===== src/hdl/pidaw_pkg.sv =====
// Shared types, constants and saturation helpers for the PID controller.
// No dependencies; every other file of the block refers into this package.
package pidaw_pkg;

   localparam int DATA_W    = 32;                // values, gains, limits
   localparam int FRAC_W    = 16;                // fraction bits of Q16.16
   localparam int ISUM_W    = 48;                // integral accumulator
   localparam int ELAPSED_W = 16;
   localparam int CHUNK_W   = 16;                // multiplier B slice per cycle
   localparam int ACC_W     = DATA_W + ISUM_W;   // full gain product
   localparam int QUO_W     = DATA_W + 1;        // derivative difference
   localparam int SUM_W     = 50;                // P + I + D sum
   localparam int WIDE_W    = SUM_W + 1;         // integral update before saturation
   localparam int REG_IDX_W = 3;
   localparam int DIV_CNT_W = 6;

   localparam logic [DIV_CNT_W-1:0] DIV_LAST = DIV_CNT_W'(QUO_W - 1);

   localparam logic signed [DATA_W-1:0] LIMIT_HIGH_RESET = 32'sh0064_0000;

   localparam logic signed [ISUM_W-1:0] ISUM_MAX = {1'b0, {(ISUM_W-1){1'b1}}};
   localparam logic signed [ISUM_W-1:0] ISUM_MIN = {1'b1, {(ISUM_W-1){1'b0}}};
   localparam logic signed [DATA_W-1:0] DATA_MAX = {1'b0, {(DATA_W-1){1'b1}}};
   localparam logic signed [DATA_W-1:0] DATA_MIN = {1'b1, {(DATA_W-1){1'b0}}};

   // magnitude caps of a saturated gain product
   localparam logic [ISUM_W-1:0] CAP_POS = {1'b0, {(ISUM_W-1){1'b1}}};
   localparam logic [ISUM_W-1:0] CAP_NEG = {1'b1, {(ISUM_W-1){1'b0}}};

   typedef enum logic [REG_IDX_W-1:0] {
      REG_GAIN_P           = 3'd0,
      REG_GAIN_I           = 3'd1,
      REG_GAIN_D           = 3'd2,
      REG_TARGET           = 3'd3,
      REG_LIMIT_LOW        = 3'd4,
      REG_LIMIT_HIGH       = 3'd5,
      REG_DERIV_ON_MEASURE = 3'd6
   } reg_index_type;

   typedef enum logic [3:0] {
      ST_IDLE,
      ST_ERROR,
      ST_BRANCH,
      ST_MUL,
      ST_DIVIDE,
      ST_SUM,
      ST_CLAMP,
      ST_BACKOFF,
      ST_EMIT
   } state_type;

   typedef enum logic [1:0] {
      OP_SCALE,   // |error| * elapsed, raw product
      OP_INTEG,   // gain_i term
      OP_DERIV,   // gain_d term
      OP_PROP     // gain_p term
   } mul_op_type;

   typedef struct packed {
      logic       start;
      logic       neg;
      logic [1:0] last_chunk;
   } mul_ctl_type;

   function automatic logic signed [ISUM_W-1:0] sat_isum(input logic signed [WIDE_W-1:0] x);
      logic [WIDE_W-ISUM_W:0] top;
      top = x[WIDE_W-1:ISUM_W-1];
      if (top == '0 || top == '1) begin
         return x[ISUM_W-1:0];
      end
      return x[WIDE_W-1] ? ISUM_MIN : ISUM_MAX;
   endfunction

   function automatic logic signed [DATA_W-1:0] sat_data(input logic signed [DATA_W:0] x);
      if (x[DATA_W] == x[DATA_W-1]) begin
         return x[DATA_W-1:0];
      end
      return x[DATA_W] ? DATA_MIN : DATA_MAX;
   endfunction

endpackage


===== src/hdl/pidaw_gain_mul.sv =====
// Shared multiplier: 32 x 16 bits per cycle over up to three slices of B,
// with the Q16.16 shift and 48-bit saturation of a signed gain product.
// Depends on pidaw_pkg.
module pidaw_gain_mul (
   input  logic                                 clock,
   input  logic                                 reset,
   input  pidaw_pkg::mul_ctl_type               ctl,
   input  logic [pidaw_pkg::DATA_W-1:0]         op_a,
   input  logic [pidaw_pkg::ISUM_W-1:0]         op_b,
   output logic                                 done,
   output logic [pidaw_pkg::ISUM_W-1:0]         raw_product,
   output logic signed [pidaw_pkg::ISUM_W-1:0]  gain_result
);

   logic                                  busy_ff;
   logic                                  done_ff;
   logic [1:0]                            chunk_ff;
   logic [1:0]                            last_ff;
   logic                                  neg_ff;
   logic [pidaw_pkg::DATA_W-1:0]          a_ff;
   logic [pidaw_pkg::ISUM_W-1:0]          b_ff;
   logic [pidaw_pkg::ACC_W-1:0]           acc_ff;
   logic [pidaw_pkg::ACC_W-1:0]           acc_in;

   logic [pidaw_pkg::CHUNK_W-1:0]         slice;
   logic [pidaw_pkg::DATA_W+pidaw_pkg::CHUNK_W-1:0] partial;
   logic                                  over;
   logic [pidaw_pkg::ISUM_W-1:0]          mag;
   logic [pidaw_pkg::ISUM_W-1:0]          cap;
   logic [pidaw_pkg::ISUM_W-1:0]          sat_mag;
   logic                                  last_step;

   assign last_step = busy_ff && (chunk_ff == last_ff);

   always_comb begin
      case (chunk_ff)
         2'd0:    slice = b_ff[pidaw_pkg::CHUNK_W-1:0];
         2'd1:    slice = b_ff[2*pidaw_pkg::CHUNK_W-1:pidaw_pkg::CHUNK_W];
         default: slice = b_ff[3*pidaw_pkg::CHUNK_W-1:2*pidaw_pkg::CHUNK_W];
      endcase
      partial = a_ff * slice;
      case (chunk_ff)
         2'd0:    acc_in = acc_ff + {{(pidaw_pkg::ACC_W-48){1'b0}}, partial};
         2'd1:    acc_in = acc_ff + {{(pidaw_pkg::ACC_W-64){1'b0}}, partial,
                                     {pidaw_pkg::CHUNK_W{1'b0}}};
         default: acc_in = acc_ff + {partial, {(2*pidaw_pkg::CHUNK_W){1'b0}}};
      endcase
   end

   // drop the fraction, then clip the magnitude to the 48-bit signed range
   always_comb begin
      over    = |acc_ff[pidaw_pkg::ACC_W-1:pidaw_pkg::FRAC_W+pidaw_pkg::ISUM_W];
      mag     = acc_ff[pidaw_pkg::FRAC_W+pidaw_pkg::ISUM_W-1:pidaw_pkg::FRAC_W];
      cap     = neg_ff ? pidaw_pkg::CAP_NEG : pidaw_pkg::CAP_POS;
      sat_mag = (over || mag > cap) ? cap : mag;
   end

   assign gain_result = $signed(neg_ff ? (~sat_mag + 1'b1) : sat_mag);
   assign raw_product = acc_ff[pidaw_pkg::ISUM_W-1:0];
   assign done        = done_ff;

   always_ff @(posedge clock) begin
      if (reset) begin
         busy_ff  <= 1'b0;
         done_ff  <= 1'b0;
         chunk_ff <= 2'd0;
      end else begin
         done_ff <= last_step;
         if (ctl.start) begin
            busy_ff  <= 1'b1;
            chunk_ff <= 2'd0;
         end else if (busy_ff) begin
            chunk_ff <= chunk_ff + 2'd1;
            if (last_step) begin
               busy_ff <= 1'b0;
            end
         end
      end
   end

   always_ff @(posedge clock) begin
      if (ctl.start) begin
         a_ff    <= op_a;
         b_ff    <= op_b;
         neg_ff  <= ctl.neg;
         last_ff <= ctl.last_chunk;
         acc_ff  <= '0;
      end else if (busy_ff) begin
         acc_ff <= acc_in;
      end
   end

endmodule


===== src/hdl/pidaw_divider.sv =====
// Restoring divider, one quotient bit per cycle: 33-bit magnitude by
// 16-bit elapsed count, truncating. Depends on pidaw_pkg.
module pidaw_divider (
   input  logic                               clock,
   input  logic                               reset,
   input  logic                               start,
   input  logic [pidaw_pkg::QUO_W-1:0]        dividend,
   input  logic [pidaw_pkg::ELAPSED_W-1:0]    divisor,
   output logic                               done,
   output logic [pidaw_pkg::QUO_W-1:0]        quotient
);

   logic                                 busy_ff;
   logic                                 done_ff;
   logic [pidaw_pkg::DIV_CNT_W-1:0]      count_ff;
   logic [pidaw_pkg::QUO_W-1:0]          quo_ff;
   logic [pidaw_pkg::QUO_W-1:0]          quo_in;
   logic [pidaw_pkg::ELAPSED_W-1:0]      rem_ff;
   logic [pidaw_pkg::ELAPSED_W-1:0]      rem_in;
   logic [pidaw_pkg::ELAPSED_W-1:0]      dvs_ff;

   logic [pidaw_pkg::ELAPSED_W:0]        trial;
   logic [pidaw_pkg::ELAPSED_W:0]        trial_sub;
   logic                                 fits;
   logic                                 last_step;

   assign last_step = busy_ff && (count_ff == pidaw_pkg::DIV_LAST);

   always_comb begin
      trial     = {rem_ff, quo_ff[pidaw_pkg::QUO_W-1]};
      trial_sub = trial - {1'b0, dvs_ff};
      fits      = (trial >= {1'b0, dvs_ff});
      rem_in    = fits ? trial_sub[pidaw_pkg::ELAPSED_W-1:0]
                       : trial[pidaw_pkg::ELAPSED_W-1:0];
      quo_in    = {quo_ff[pidaw_pkg::QUO_W-2:0], fits};
   end

   assign done     = done_ff;
   assign quotient = quo_ff;

   always_ff @(posedge clock) begin
      if (reset) begin
         busy_ff  <= 1'b0;
         done_ff  <= 1'b0;
         count_ff <= '0;
      end else begin
         done_ff <= last_step;
         if (start) begin
            busy_ff  <= 1'b1;
            count_ff <= '0;
         end else if (busy_ff) begin
            count_ff <= count_ff + 1'b1;
            if (last_step) begin
               busy_ff <= 1'b0;
            end
         end
      end
   end

   always_ff @(posedge clock) begin
      if (start) begin
         quo_ff <= dividend;
         rem_ff <= '0;
         dvs_ff <= divisor;
      end else if (busy_ff) begin
         quo_ff <= quo_in;
         rem_ff <= rem_in;
      end
   end

endmodule


===== src/hdl/pid_controller_antiwindup.sv =====
// PID controller with integral back-off, Q16.16. One word in, one word out.
// A sample with nonzero elapsed runs the 33-step divider and the 9 slices through
// the shared 32x16 multiplier; zero elapsed runs only the 2-slice proportional
// product, and a clear or first sample skips both; output stalls hold it in emit.
// One sample in flight; req_stall holds until its word is loaded, so no new sample
// is taken before then. Reset restores defaults, empties history.
module pid_controller_antiwindup (
   input  logic                                    clock,
   input  logic                                    reset,
   input  logic                                    req_valid,
   output logic                                    req_stall,
   input  logic                                    req_func,
   input  logic signed [pidaw_pkg::DATA_W-1:0]     req_measurement,
   input  logic [pidaw_pkg::ELAPSED_W-1:0]         req_elapsed,
   output logic                                    rsp_valid,
   input  logic                                    rsp_stall,
   output logic signed [pidaw_pkg::DATA_W-1:0]     rsp_drive,
   output logic                                    rsp_clamped,
   input  logic                                    csr_valid,
   output logic                                    csr_ready,
   input  logic [pidaw_pkg::REG_IDX_W-1:0]         csr_index,
   input  logic [pidaw_pkg::DATA_W-1:0]            csr_wdata
);

   localparam int DW = pidaw_pkg::DATA_W;
   localparam int IW = pidaw_pkg::ISUM_W;
   localparam int SW = pidaw_pkg::SUM_W;
   localparam int WW = pidaw_pkg::WIDE_W;

   // configuration registers
   logic [DW-1:0]         gain_p_ff;
   logic [DW-1:0]         gain_i_ff;
   logic [DW-1:0]         gain_d_ff;
   logic signed [DW-1:0]  target_ff;
   logic signed [DW-1:0]  limit_low_ff;
   logic signed [DW-1:0]  limit_high_ff;
   logic                  deriv_meas_ff;

   pidaw_pkg::state_type  state_ff, state_in;
   pidaw_pkg::mul_op_type op_ff, op_in;

   logic                  func_ff, func_in;
   logic signed [DW-1:0]  meas_ff, meas_in;
   logic [pidaw_pkg::ELAPSED_W-1:0] dt_ff, dt_in;
   logic signed [DW-1:0]  err_ff, err_in;
   logic signed [IW-1:0]  integ_ff, integ_in;
   logic signed [DW-1:0]  prev_err_ff, prev_err_in;
   logic signed [DW-1:0]  prev_meas_ff, prev_meas_in;
   logic                  primed_ff, primed_in;
   logic                  dneg_ff, dneg_in;
   logic signed [SW-1:0]  dterm_ff, dterm_in;
   logic signed [SW-1:0]  pid_ff, pid_in;
   logic signed [SW-1:0]  sum_ff, sum_in;
   logic signed [SW-1:0]  excess_ff, excess_in;
   logic                  clip_ff, clip_in;
   logic                  lower_ff, lower_in;
   logic signed [DW-1:0]  drive_ff, drive_in;

   logic                  rsp_valid_ff, rsp_valid_in;
   logic signed [DW-1:0]  rsp_drive_ff, rsp_drive_in;
   logic                  rsp_clamped_ff, rsp_clamped_in;
   logic                  rsp_load;

   // shared units
   pidaw_pkg::mul_ctl_type       mul_ctl;
   logic [DW-1:0]                mul_a;
   logic [IW-1:0]                mul_b;
   logic                         mul_done;
   logic [IW-1:0]                mul_raw;
   logic signed [IW-1:0]         mul_result;
   logic                         div_start;
   logic [pidaw_pkg::QUO_W-1:0]  div_dividend;
   logic                         div_done;
   logic [pidaw_pkg::QUO_W-1:0]  div_quotient;

   // datapath helpers
   logic signed [DW:0]    err_wide;
   logic [DW-1:0]         err_mag;
   logic signed [DW:0]    diff;
   logic [DW:0]           diff_mag;
   logic signed [SW-1:0]  gres_ext;
   logic signed [SW-1:0]  integ_ext;
   logic signed [SW-1:0]  high_ext;
   logic signed [SW-1:0]  low_ext;
   logic signed [WW-1:0]  integ_wide;
   logic signed [WW-1:0]  gres_wide;
   logic signed [WW-1:0]  excess_wide;
   logic                  csr_write;

   assign csr_ready = 1'b1;
   assign csr_write = csr_valid && csr_ready;
   assign req_stall = (state_ff != pidaw_pkg::ST_IDLE);

   assign rsp_valid   = rsp_valid_ff;
   assign rsp_drive   = rsp_drive_ff;
   assign rsp_clamped = rsp_clamped_ff;

   pidaw_gain_mul u_mul (
      .clock       (clock),
      .reset       (reset),
      .ctl         (mul_ctl),
      .op_a        (mul_a),
      .op_b        (mul_b),
      .done        (mul_done),
      .raw_product (mul_raw),
      .gain_result (mul_result)
   );

   pidaw_divider u_div (
      .clock    (clock),
      .reset    (reset),
      .start    (div_start),
      .dividend (div_dividend),
      .divisor  (dt_ff),
      .done     (div_done),
      .quotient (div_quotient)
   );

   always_comb begin
      err_wide = $signed({target_ff[DW-1], target_ff}) - $signed({meas_ff[DW-1], meas_ff});
      err_mag  = err_ff[DW-1] ? (~err_ff + 1'b1) : err_ff;
      if (deriv_meas_ff) begin
         diff = $signed({meas_ff[DW-1], meas_ff})
              - $signed({prev_meas_ff[DW-1], prev_meas_ff});
      end else begin
         diff = $signed({err_ff[DW-1], err_ff})
              - $signed({prev_err_ff[DW-1], prev_err_ff});
      end
      diff_mag    = diff[DW] ? (~diff + 1'b1) : diff;
      gres_ext    = $signed({{(SW-IW){mul_result[IW-1]}}, mul_result});
      integ_ext   = $signed({{(SW-IW){integ_ff[IW-1]}}, integ_ff});
      high_ext    = $signed({{(SW-DW){limit_high_ff[DW-1]}}, limit_high_ff});
      low_ext     = $signed({{(SW-DW){limit_low_ff[DW-1]}}, limit_low_ff});
      integ_wide  = $signed({{(WW-IW){integ_ff[IW-1]}}, integ_ff});
      gres_wide   = $signed({{(WW-IW){mul_result[IW-1]}}, mul_result});
      excess_wide = $signed({excess_ff[SW-1], excess_ff});
   end

   // sequencer
   always_comb begin
      state_in     = state_ff;
      op_in        = op_ff;
      func_in      = func_ff;
      meas_in      = meas_ff;
      dt_in        = dt_ff;
      err_in       = err_ff;
      integ_in     = integ_ff;
      prev_err_in  = prev_err_ff;
      prev_meas_in = prev_meas_ff;
      primed_in    = primed_ff;
      dneg_in      = dneg_ff;
      dterm_in     = dterm_ff;
      pid_in       = pid_ff;
      sum_in       = sum_ff;
      excess_in    = excess_ff;
      clip_in      = clip_ff;
      lower_in     = lower_ff;
      drive_in     = drive_ff;
      mul_ctl      = '0;
      mul_a        = '0;
      mul_b        = '0;
      div_start    = 1'b0;
      div_dividend = '0;
      rsp_load     = 1'b0;

      case (state_ff)
         pidaw_pkg::ST_IDLE: begin
            if (req_valid) begin
               func_in  = req_func;
               meas_in  = req_measurement;
               dt_in    = req_elapsed;
               state_in = pidaw_pkg::ST_ERROR;
            end
         end

         pidaw_pkg::ST_ERROR: begin
            err_in   = pidaw_pkg::sat_data(err_wide);
            state_in = pidaw_pkg::ST_BRANCH;
         end

         pidaw_pkg::ST_BRANCH: begin
            if (func_ff) begin
               integ_in     = '0;
               prev_err_in  = '0;
               prev_meas_in = '0;
               primed_in    = 1'b0;
               clip_in      = 1'b0;
               drive_in     = '0;
               state_in     = pidaw_pkg::ST_EMIT;
            end else if (!primed_ff) begin
               // record history only
               prev_err_in  = err_ff;
               prev_meas_in = meas_ff;
               primed_in    = 1'b1;
               clip_in      = 1'b0;
               drive_in     = '0;
               state_in     = pidaw_pkg::ST_EMIT;
            end else if (dt_ff == '0) begin
               dterm_in           = '0;
               op_in              = pidaw_pkg::OP_PROP;
               mul_ctl.start      = 1'b1;
               mul_ctl.neg        = err_ff[DW-1];
               mul_ctl.last_chunk = 2'd1;
               mul_a              = gain_p_ff;
               mul_b              = {{(IW-DW){1'b0}}, err_mag};
               state_in           = pidaw_pkg::ST_MUL;
            end else begin
               op_in              = pidaw_pkg::OP_SCALE;
               mul_ctl.start      = 1'b1;
               mul_ctl.last_chunk = 2'd0;
               mul_a              = err_mag;
               mul_b              = {{(IW-pidaw_pkg::ELAPSED_W){1'b0}}, dt_ff};
               state_in           = pidaw_pkg::ST_MUL;
            end
         end

         pidaw_pkg::ST_MUL: begin
            if (mul_done) begin
               case (op_ff)
                  pidaw_pkg::OP_SCALE: begin
                     op_in              = pidaw_pkg::OP_INTEG;
                     mul_ctl.start      = 1'b1;
                     mul_ctl.neg        = err_ff[DW-1];
                     mul_ctl.last_chunk = 2'd2;
                     mul_a              = gain_i_ff;
                     mul_b              = mul_raw;
                  end
                  pidaw_pkg::OP_INTEG: begin
                     integ_in     = pidaw_pkg::sat_isum(integ_wide + gres_wide);
                     dneg_in      = diff[DW];
                     div_start    = 1'b1;
                     div_dividend = diff_mag;
                     state_in     = pidaw_pkg::ST_DIVIDE;
                  end
                  pidaw_pkg::OP_DERIV: begin
                     dterm_in           = deriv_meas_ff ? -gres_ext : gres_ext;
                     op_in              = pidaw_pkg::OP_PROP;
                     mul_ctl.start      = 1'b1;
                     mul_ctl.neg        = err_ff[DW-1];
                     mul_ctl.last_chunk = 2'd1;
                     mul_a              = gain_p_ff;
                     mul_b              = {{(IW-DW){1'b0}}, err_mag};
                  end
                  default: begin
                     pid_in   = gres_ext + dterm_ff;
                     state_in = pidaw_pkg::ST_SUM;
                  end
               endcase
            end
         end

         pidaw_pkg::ST_DIVIDE: begin
            if (div_done) begin
               op_in              = pidaw_pkg::OP_DERIV;
               mul_ctl.start      = 1'b1;
               mul_ctl.neg        = dneg_ff;
               mul_ctl.last_chunk = 2'd2;
               mul_a              = gain_d_ff;
               mul_b              = {{(IW-pidaw_pkg::QUO_W){1'b0}}, div_quotient};
               state_in           = pidaw_pkg::ST_MUL;
            end
         end

         pidaw_pkg::ST_SUM: begin
            sum_in   = pid_ff + integ_ext;
            state_in = pidaw_pkg::ST_CLAMP;
         end

         pidaw_pkg::ST_CLAMP: begin
            // upper limit is tested first, also when the limits cross
            if (sum_ff > high_ext) begin
               excess_in = sum_ff - high_ext;
               lower_in  = 1'b0;
               clip_in   = 1'b1;
               drive_in  = limit_high_ff;
            end else if (sum_ff < low_ext) begin
               excess_in = low_ext - sum_ff;
               lower_in  = 1'b1;
               clip_in   = 1'b1;
               drive_in  = limit_low_ff;
            end else begin
               excess_in = '0;
               lower_in  = 1'b0;
               clip_in   = 1'b0;
               drive_in  = sum_ff[DW-1:0];
            end
            state_in = pidaw_pkg::ST_BACKOFF;
         end

         pidaw_pkg::ST_BACKOFF: begin
            if (clip_ff) begin
               integ_in = lower_ff ? pidaw_pkg::sat_isum(integ_wide + excess_wide)
                                   : pidaw_pkg::sat_isum(integ_wide - excess_wide);
            end
            prev_err_in  = err_ff;
            prev_meas_in = meas_ff;
            state_in     = pidaw_pkg::ST_EMIT;
         end

         pidaw_pkg::ST_EMIT: begin
            // hold until the output register is free or being taken
            if (!rsp_valid_ff || !rsp_stall) begin
               rsp_load = 1'b1;
               state_in = pidaw_pkg::ST_IDLE;
            end
         end

         default: begin
            state_in = pidaw_pkg::ST_IDLE;
         end
      endcase

      // a zero integral gain empties the integral
      if (csr_write && csr_index == pidaw_pkg::REG_GAIN_I && csr_wdata == '0) begin
         integ_in = '0;
      end
   end

   always_comb begin
      rsp_valid_in   = rsp_load || (rsp_valid_ff && rsp_stall);
      rsp_drive_in   = rsp_load ? drive_ff : rsp_drive_ff;
      rsp_clamped_in = rsp_load ? clip_ff : rsp_clamped_ff;
   end

   always_ff @(posedge clock) begin
      if (reset) begin
         state_ff     <= pidaw_pkg::ST_IDLE;
         op_ff        <= pidaw_pkg::OP_SCALE;
         integ_ff     <= '0;
         prev_err_ff  <= '0;
         prev_meas_ff <= '0;
         primed_ff    <= 1'b0;
         rsp_valid_ff <= 1'b0;
      end else begin
         state_ff     <= state_in;
         op_ff        <= op_in;
         integ_ff     <= integ_in;
         prev_err_ff  <= prev_err_in;
         prev_meas_ff <= prev_meas_in;
         primed_ff    <= primed_in;
         rsp_valid_ff <= rsp_valid_in;
      end
   end

   always_ff @(posedge clock) begin
      func_ff        <= func_in;
      meas_ff        <= meas_in;
      dt_ff          <= dt_in;
      err_ff         <= err_in;
      dneg_ff        <= dneg_in;
      dterm_ff       <= dterm_in;
      pid_ff         <= pid_in;
      sum_ff         <= sum_in;
      excess_ff      <= excess_in;
      clip_ff        <= clip_in;
      lower_ff       <= lower_in;
      drive_ff       <= drive_in;
      rsp_drive_ff   <= rsp_drive_in;
      rsp_clamped_ff <= rsp_clamped_in;
   end

   always_ff @(posedge clock) begin
      if (reset) begin
         gain_p_ff     <= '0;
         gain_i_ff     <= '0;
         gain_d_ff     <= '0;
         target_ff     <= '0;
         limit_low_ff  <= '0;
         limit_high_ff <= pidaw_pkg::LIMIT_HIGH_RESET;
         deriv_meas_ff <= 1'b1;
      end else if (csr_write) begin
         case (pidaw_pkg::reg_index_type'(csr_index))
            pidaw_pkg::REG_GAIN_P:           gain_p_ff     <= csr_wdata;
            pidaw_pkg::REG_GAIN_I:           gain_i_ff     <= csr_wdata;
            pidaw_pkg::REG_GAIN_D:           gain_d_ff     <= csr_wdata;
            pidaw_pkg::REG_TARGET:           target_ff     <= $signed(csr_wdata);
            pidaw_pkg::REG_LIMIT_LOW:        limit_low_ff  <= $signed(csr_wdata);
            pidaw_pkg::REG_LIMIT_HIGH:       limit_high_ff <= $signed(csr_wdata);
            pidaw_pkg::REG_DERIV_ON_MEASURE: deriv_meas_ff <= csr_wdata[0];
            default: begin
            end
         endcase
      end
   end

   // the shared units only report completion to the state that waits on them
   assert property (@(posedge clock) disable iff (reset)
      mul_done |-> state_ff == pidaw_pkg::ST_MUL)
      else $error("multiplier finished outside the multiply state");

   assert property (@(posedge clock) disable iff (reset)
      div_done |-> state_ff == pidaw_pkg::ST_DIVIDE)
      else $error("divider finished outside the divide state");

   assert property (@(posedge clock) disable iff (reset)
      $rose(rsp_valid_ff) |-> $past(state_ff) == pidaw_pkg::ST_EMIT)
      else $error("result word appeared without passing the emit state");

   assert property (@(posedge clock) disable iff (reset)
      state_ff == pidaw_pkg::ST_SUM |-> primed_ff && !func_ff)
      else $error("full PID sum formed for a clear or first sample");

endmodule


===== config.mk =====
export PLATFORM = sky130hd
export DESIGN_NAME = pid_controller_antiwindup
export DESIGN_NICKNAME = d
export VERILOG_FILES = /design/src/hdl/pidaw_pkg.sv /design/src/hdl/pidaw_gain_mul.sv /design/src/hdl/pidaw_divider.sv /design/src/hdl/pid_controller_antiwindup.sv
export SDC_FILE = /design/constraint.sdc
export NUM_CORES = 2
export LEC_CHECK = 0
export BUFFER_PORTS_ARGS = -buffer_cell sky130_fd_sc_hd__buf_2
export CELL_PAD_IN_SITES_DETAIL_PLACEMENT = 0
export CELL_PAD_IN_SITES_GLOBAL_PLACEMENT = 1
export CORE_ASPECT_RATIO = 0.8
export CORE_MARGIN = 4
export CORE_UTILIZATION = 45
export CTS_CLUSTER_DIAMETER = 100
export CTS_CLUSTER_SIZE = 8
export DETAILED_ROUTE_END_ITERATION = 8
export PLACE_DENSITY = 0.8
export SYNTH_ARGS = -nofsm -noshare
export SYNTH_HDL_FRONTEND = slang
export SYNTH_SLANG_ARGS = --single-unit

===== constraint.sdc =====
create_clock -name clock -period 11.7 [get_ports clock]
set_input_delay 0.585 -clock clock [delete_from_list [all_inputs] [get_ports clock]]
set_output_delay 0.585 -clock clock [all_outputs]
set_load 0.01 [all_outputs]

# After elaboration in Yosys (flattened, before gate mapping)
# Index checks and enable logic that the tools add are counted.
# word_totals
register_bits,902
latchBits,0
ram_bits,0
romBits,0
inputBits,89
out_inout_bits,36
elab_cells,277
mem_count,0
# classes
add_sub_neg,20
n_mul,1
div_mod_pow,0
n_lt_le_gt_ge,4
eq_ne,37
shifts,0
n_mux,118
bitwise,4
n_reduce_logical,51
# ops
cell,count
48-bit 2-to-1 mux,18
32-bit 2-to-1 mux,20
50-bit 2-to-1 mux,8
48-bit case mux with 3 select lines,2
33-bit 2-to-1 mux,8
32-bit case mux with 2 select lines,4
80-bit case mux with 2 select lines,1
50-bit case mux with 2 select lines,1
32-bit by 32-bit subtractor with 33-bit output,3
32-bit case mux with 3 select lines,1
48-bit case mux with 2 select lines,1
80-bit by 48-bit adder with 80-bit output,1
80-bit by 64-bit adder with 80-bit output,1
80-bit adder,1
48-bit by 50-bit adder with 51-bit output,1
48-bit by 50-bit subtractor with 51-bit output,1
48-bit by 50-bit adder with 50-bit output,1
50-bit by 48-bit adder with 50-bit output,1
50-bit by 32-bit greater-than comparator with 1-bit output,1
50-bit by 32-bit < comparator with 1-bit output,1
48-bit negator with 50-bit output,1
32-bit by 50-bit subtractor with 50-bit output,1
50-bit by 32-bit subtractor with 50-bit output,1
48-bit by 48-bit adder with 49-bit output,1
other kinds (58),155

# Depth between registers and ports, before layout
# logic_depth
word_depth,18
depth_mapped,52
mapped_depth_nobuf,48

# Hierarchy
# Synthesis repeated with hierarchy kept, for this count alone.
# hier_totals
cells_unflattened,11278
area_unflattened_um2,91773.0
# modules_own_cells
mod,instances,cells_each,area_each_um2,seq_area_each_um2
pid_controller_antiwindup,1,6600,53161.0,16746.1
pidaw_gain_mul,1,4338,34760.8,4174.0
pidaw_divider,1,340,3851.2,1951.9

# Worst setup path before layout
# Ideal clock, no wire load.
# synth_path
path_kind,register to register
from,register u_mul.chunk_ff[0]
to,register u_mul.acc_ff[76] (netlist bit)
setup_time_ns,0.119
t_arrival_ns,10.721
t_required_ns,11.581
slack_ns,0.859
path_stages_with_launch,47
n_path_buf,5
cell_sequence,dfxtp_1 inv_1 ha_1 clkbuf_1 inv_1 clkbuf_1 nand2_1 clkbuf_1 clkbuf_1 nor2_1 nor2_1 clkbuf_1 nand2_1 fa_1 inv_1 fa_1 fa_1 fa_1 [11 not listed] o41ai_1 o21ai_0 nor3_1 o21bai_1 a21oi_1 xnor2_1 ha_1 nand3_1 nor3_1 nand4_1 o31ai_1 a41oi_1 nor4_1 nand2_1 xnor2_1 a221o_1 o21ai_0 a21oi_1
# synth_between
elab_chain_cells,5
# synth_rtl
item,line,source
"start, declared",pidaw_gain_mul.sv:17,logic [1:0] chunk_ff;
"start signal, assigned",pidaw_gain_mul.sv:73,chunk_ff <= chunk_ff + 2'd1;
2-bit by 1-bit == test with 1-bit output or 2-bit zero test (tied branches),"pidaw_gain_mul.sv:36, pidaw_gain_mul.sv:42",
16-bit case mux with 2 select lines,pidaw_gain_mul.sv:36,case (chunk_ff)
32-bit by 16-bit multiplier with 48-bit output,pidaw_gain_mul.sv:41,partial = a_ff * slice;
"80-bit adder, or another cell as far along",pidaw_gain_mul.sv:46,"default: acc_in = acc_ff + {partial, {(2*pidaw_pkg::CHUNK_W){1'b0}}};"
80-bit case mux with 2 select lines *,pidaw_gain_mul.sv:42,case (chunk_ff)
"end signal, assigned",pidaw_gain_mul.sv:89,acc_ff <= acc_in;
"end, declared",pidaw_gain_mul.sv:22,logic [pidaw_pkg::ACC_W-1:0] acc_ff;
# Every way passes the cells marked *; elsewhere a longest branch is shown, timed or not.
# A chain may end at the register's enable or synchronous reset.

# Final worst setup path
# layout_path
from,register u_mul.acc_ff[29] (netlist bit)
to,register integ_ff[7]
# layout_between
elab_chain_cells,17
# layout_rtl
item,line,source
48-bit greater-than comparator,pidaw_gain_mul.sv:55,sat_mag = (over || mag > cap) ? cap : mag;
1-bit logical OR,pidaw_gain_mul.sv:55,
48-bit 2-to-1 mux *,pidaw_gain_mul.sv:55,
48-bit NOT,pidaw_gain_mul.sv:58,assign gain_result = $signed(neg_ff ? (~sat_mag + 1'b1) : sat_mag);
48-bit by 1-bit adder with 48-bit output,pidaw_gain_mul.sv:58,
48-bit 2-to-1 mux *,pidaw_gain_mul.sv:58,
48-bit by 48-bit adder with 49-bit output *,pid_controller_antiwindup.sv:229,integ_in = pidaw_pkg::sat_isum(integ_wide + gres_wide);
4-bit == test or 4-bit zero test (tied branches),pidaw_pkg.sv:68,if (top == '0 || top == '1) begin
1-bit logical OR,pidaw_pkg.sv:68,
1-bit 2-to-1 mux,pidaw_pkg.sv:68,
1-bit 2-to-1 mux,pid_controller_antiwindup.sv:219,case (op_ff)
1-bit 2-to-1 mux,pid_controller_antiwindup.sv:218,if (mul_done) begin
1-bit 2-to-1 mux,pid_controller_antiwindup.sv:166,case (state_ff)
48-bit 2-to-1 mux *,pidaw_pkg.sv:71,return x[WIDE_W-1] ? ISUM_MIN : ISUM_MAX;
48-bit 2-to-1 mux *,pid_controller_antiwindup.sv:219,
48-bit 2-to-1 mux *,pid_controller_antiwindup.sv:218,
48-bit case mux with 3 select lines *,pid_controller_antiwindup.sv:166,
"end signal, assigned",pid_controller_antiwindup.sv:337,integ_ff <= integ_in;
"end, declared",pid_controller_antiwindup.sv:46,"logic signed [IW-1:0] integ_ff, integ_in;"
# Every way passes the cells marked *; elsewhere a longest branch is shown, timed or not. The select of a mux whose other input is x is not followed.

==> impl_metrics.csv <==
group,metric,value,unit
clock_tree,clk_latency,820,ps
worst_setup_path,cp_slowest_cell,"dfxtp_1",
timing,fin_worst_skew,69.89,ps
timing,worstMarginPinSlew,1380,ps
global_route,grt_pass1_vias,76990,
worst_hold_path,worstHoldStart,"req_elapsed[10]",
logic_synthesis,synth_top_area_share,16.27,%
global_route,grt-ovfl-total,0,
logic_synthesis,yosysMostFrequentCell,"nand2_1",
timing,worst_slack,294.7,ps
logic_synthesis,postSynthAreaPerCell,8.223,um2
placed_design,dp_hpwl,255700,um
logic_synthesis,syn_nets,12100,
placed_design,place_congestion,1.033,
clock_tree,clock-sinks,902,
logic_synthesis,synthCells,10800,
die,rows,145,
detailed_routing,drt_iter0_drc,9590,
detailed_routing,viasPerCell,6.120,
timing,setup_viol,0,
worst_setup_path,worstPathArrival,12120,ps
detailed_routing,num_vias,82610,
logic_synthesis,synth-edff-count,481,
status,status,"complete, no violations",
worst_setup_path,r2r_start,"u_mul.acc_ff[29]$_SDFFE_PP0P_",
placed_design,io_buffers,123,
logic_synthesis,ys_top_cells_by_count,"1335 x nand2_1, 1082 x a21oi_1, 970 x inv_1, 782 x ha_1, 663 x nor2_1",
worst_setup_path,critPathLaunchType,"register",
clock_tree,cts_buffer_depth,3,
global_route,grt_pass1_wl,491300,um
finish,area_delta_synth_final,9.490,%
logic_synthesis,ys_types,108,
clock_tree,h-tree-depth,4,
logic_synthesis,syn_area,0.08877,mm2
timing,post-route-min-period,11410,ps
power,powerDensity,275.3,mW/mm2
worst_hold_path,hp-class,"primary input to register",
global_route,met3_usage,8.687,%
timing,hold_viol,0,
timing,post-route-period-util,97.48,%
global_route,grt.busiest_layer,"met1",
logic_synthesis,synth_seq_cells,902,
worst_setup_path,path_max_fanout,12,
power,p_total,26.75,mW
logic_synthesis,synth-seq-area-share,25.77,%
global_route,met2_usage,43.95,%
detailed_routing,ant_nets,0,
detailed_routing,drc,0,
clock_tree,path_clk_slew,60,ps
flow_run,maxCapViolations,0,
clock_tree,cts_buffers,132,
clock_tree,clockRootBuffer,"clkbuf_16",
clock_tree,tritoncts,"done",
power,p_leak,41.23,nW
timing,maxSlewViolCount,0,
timing,clock.fmax,87.68,MHz
logic_synthesis,yosysTopAreaCell,"edfxtp_1",
power,peakVddDrop,417.5,uV
die,coreArea,0.1958,mm2
detailed_routing,wl_per_cell,24.48,um
worst_setup_path,cp-end-kind,"register",
worst_setup_path,cp.required,12410,ps
die,start_util,45.35,%
global_route,grt_use_met1,46.36,%
global_route,grt_max_degree,137,
timing,rsz0062_at_grt,"no",
worst_setup_path,critPathKind,"register to register",
placed_design,dp_slack,165.6,ps
logic_synthesis,async_flop_share,0,%
logic_synthesis,synth_ff_type,"edfxtp_1",
detailed_routing,wl,330500,um
detailed_routing,dr.pass1.iters,9,
global_route,antenna_found_initial,26,
die,die_w,504.6,um
logic_synthesis,yosysWarnings,0,
timing,tns,0,ps
finish,drive_gt1_share,6.235,%
global_route,grt_use_total,31.18,%
die,num_io_pins,125,
timing,fin_hold_ws,47.41,ps
worst_setup_path,max_stage_delay,870,ps
worst_setup_path,timing.critical_path.from,"u_mul.acc_ff[29]$_SDFFE_PP0P_",
timing,max_slew_margin,7.029,%
die,die_h,405.3,um
logic_synthesis,yosys-top-cells-area,"edfxtp_1 16%, ha_1 11%, fa_1 9.7%",
worst_setup_path,crit_top_cell,"buf_4",
finish,layout.nets,12130,
die,die-area,0.2045,mm2
sequential cells by signal, indices dropped and copies added, names as in the netlist, 33 cells and up:
signal and cells:
excess_ff 50, u_mul.b_ff 48, sum_ff 50, integ_ff 48, u_mul.acc_ff 80, dterm_ff 50
u_div.quotient 33, pid_ff 50
cell families (layout without fill, tap and decap cells):
family | after synthesis | after routing | share of synthesized area [%]
xor+xnor | 627 | 627 | 6.186
other cells | 1 | 7 | 0.004224
simple gates | 3385 | 3385 | 17.86
buf+inv | 1470 | 1596 | 6.329
fa+ha+maj | 1220 | 1220 | 20.83
flops | 902 | 902 | 25.77
compound gates | 3126 | 3126 | 22.28
mux | 65 | 65 | 0.7428
final timing paths:
check | end | slack [ps] | cells after the start
min reg2reg | rsp_drive[5]$_DFFE_PP_ | 420 | 0
max | integ_ff[7]$_SDFFE_PP0P_ | 290 | 34
min | dt_ff[10]$_DFFE_PP_ | 50 | 1
max reg2reg | integ_ff[7]$_SDFFE_PP0P_ | 290 | 34
critical path: cells and delay by family, from the launching register on:
| family | cells | cell delay [ps] |
|---|---|---|
| and+or+nand+nor | 11 | 3320 |
| AOI/OAI and AO/OA | 14 | 4380 |
| adders and majority gates | 3 | 1350 |
| buffers and inverters | 6 | 1360 |
| DFF | 1 | 870 |
layout make-up:
cell class                 count  area [um2]
multi-input combinational   8424       60590
antenna                        6       15.01
fill                       18690       98560
sequential                   902       22880
clock buffer                 214        3632
timing repair buffer         389        2779
inverter                     975        3662
clock inverter                18       424.2
tap                         2572        3218
stage by stage:
stage,instance area (um2),util (%),instances
final,97190,49.65,13500
after global routing,97180,49.64,13490
after CTS,97050,49.58,13490
after detailed placement,92520,47.26,13210
after global placement,92520,47.26,13210
after floorplan,88770,-,10800
layout by cell type (no fill, tap or decap), types with 175 or more instances in the layout:
cell type,n
xor2_1,251
nor2_1,641
nand3_1,298
and2_1,218
nor3_1,175
fa_1,432
buf_4,212
o21ai_0,648
dfxtp_1,419
a21oi_1,1078
a21o_1,301
inv_1,968
edfxtp_1,481
nand2_1,1331
ha_1,779
xnor2_1,375
report_power, final:
part / total, mW / switching (mW) / internal, mW / leakage (nW)
Combinational: 18.5 / 11.4 / 7.09 / 31.6
Clock: 3.81 / 1.65 / 2.16 / 1.90
Sequential: 4.45 / 0.613 / 3.83 / 7.68
routing by layer:
metal / share of wire, % / wire [um]
met4: 2.8 / 9301
met2: 40 / 132600
met3: 11 / 36400
met5: 0.034 / 114
met1: 46 / 152100
what timing repair did:
| item | in CTS | in global routing |
|---|---|---|
| setup buffers | 0 | 1 |
| setup endpoints to repair | 0 | 33 |
| hold buffers | 47 | 0 |
| hold endpoints to repair | 47 | 0 |
| resized for setup | 0 | 30 |
Note: power is estimated with default switching activity, not from simulation.
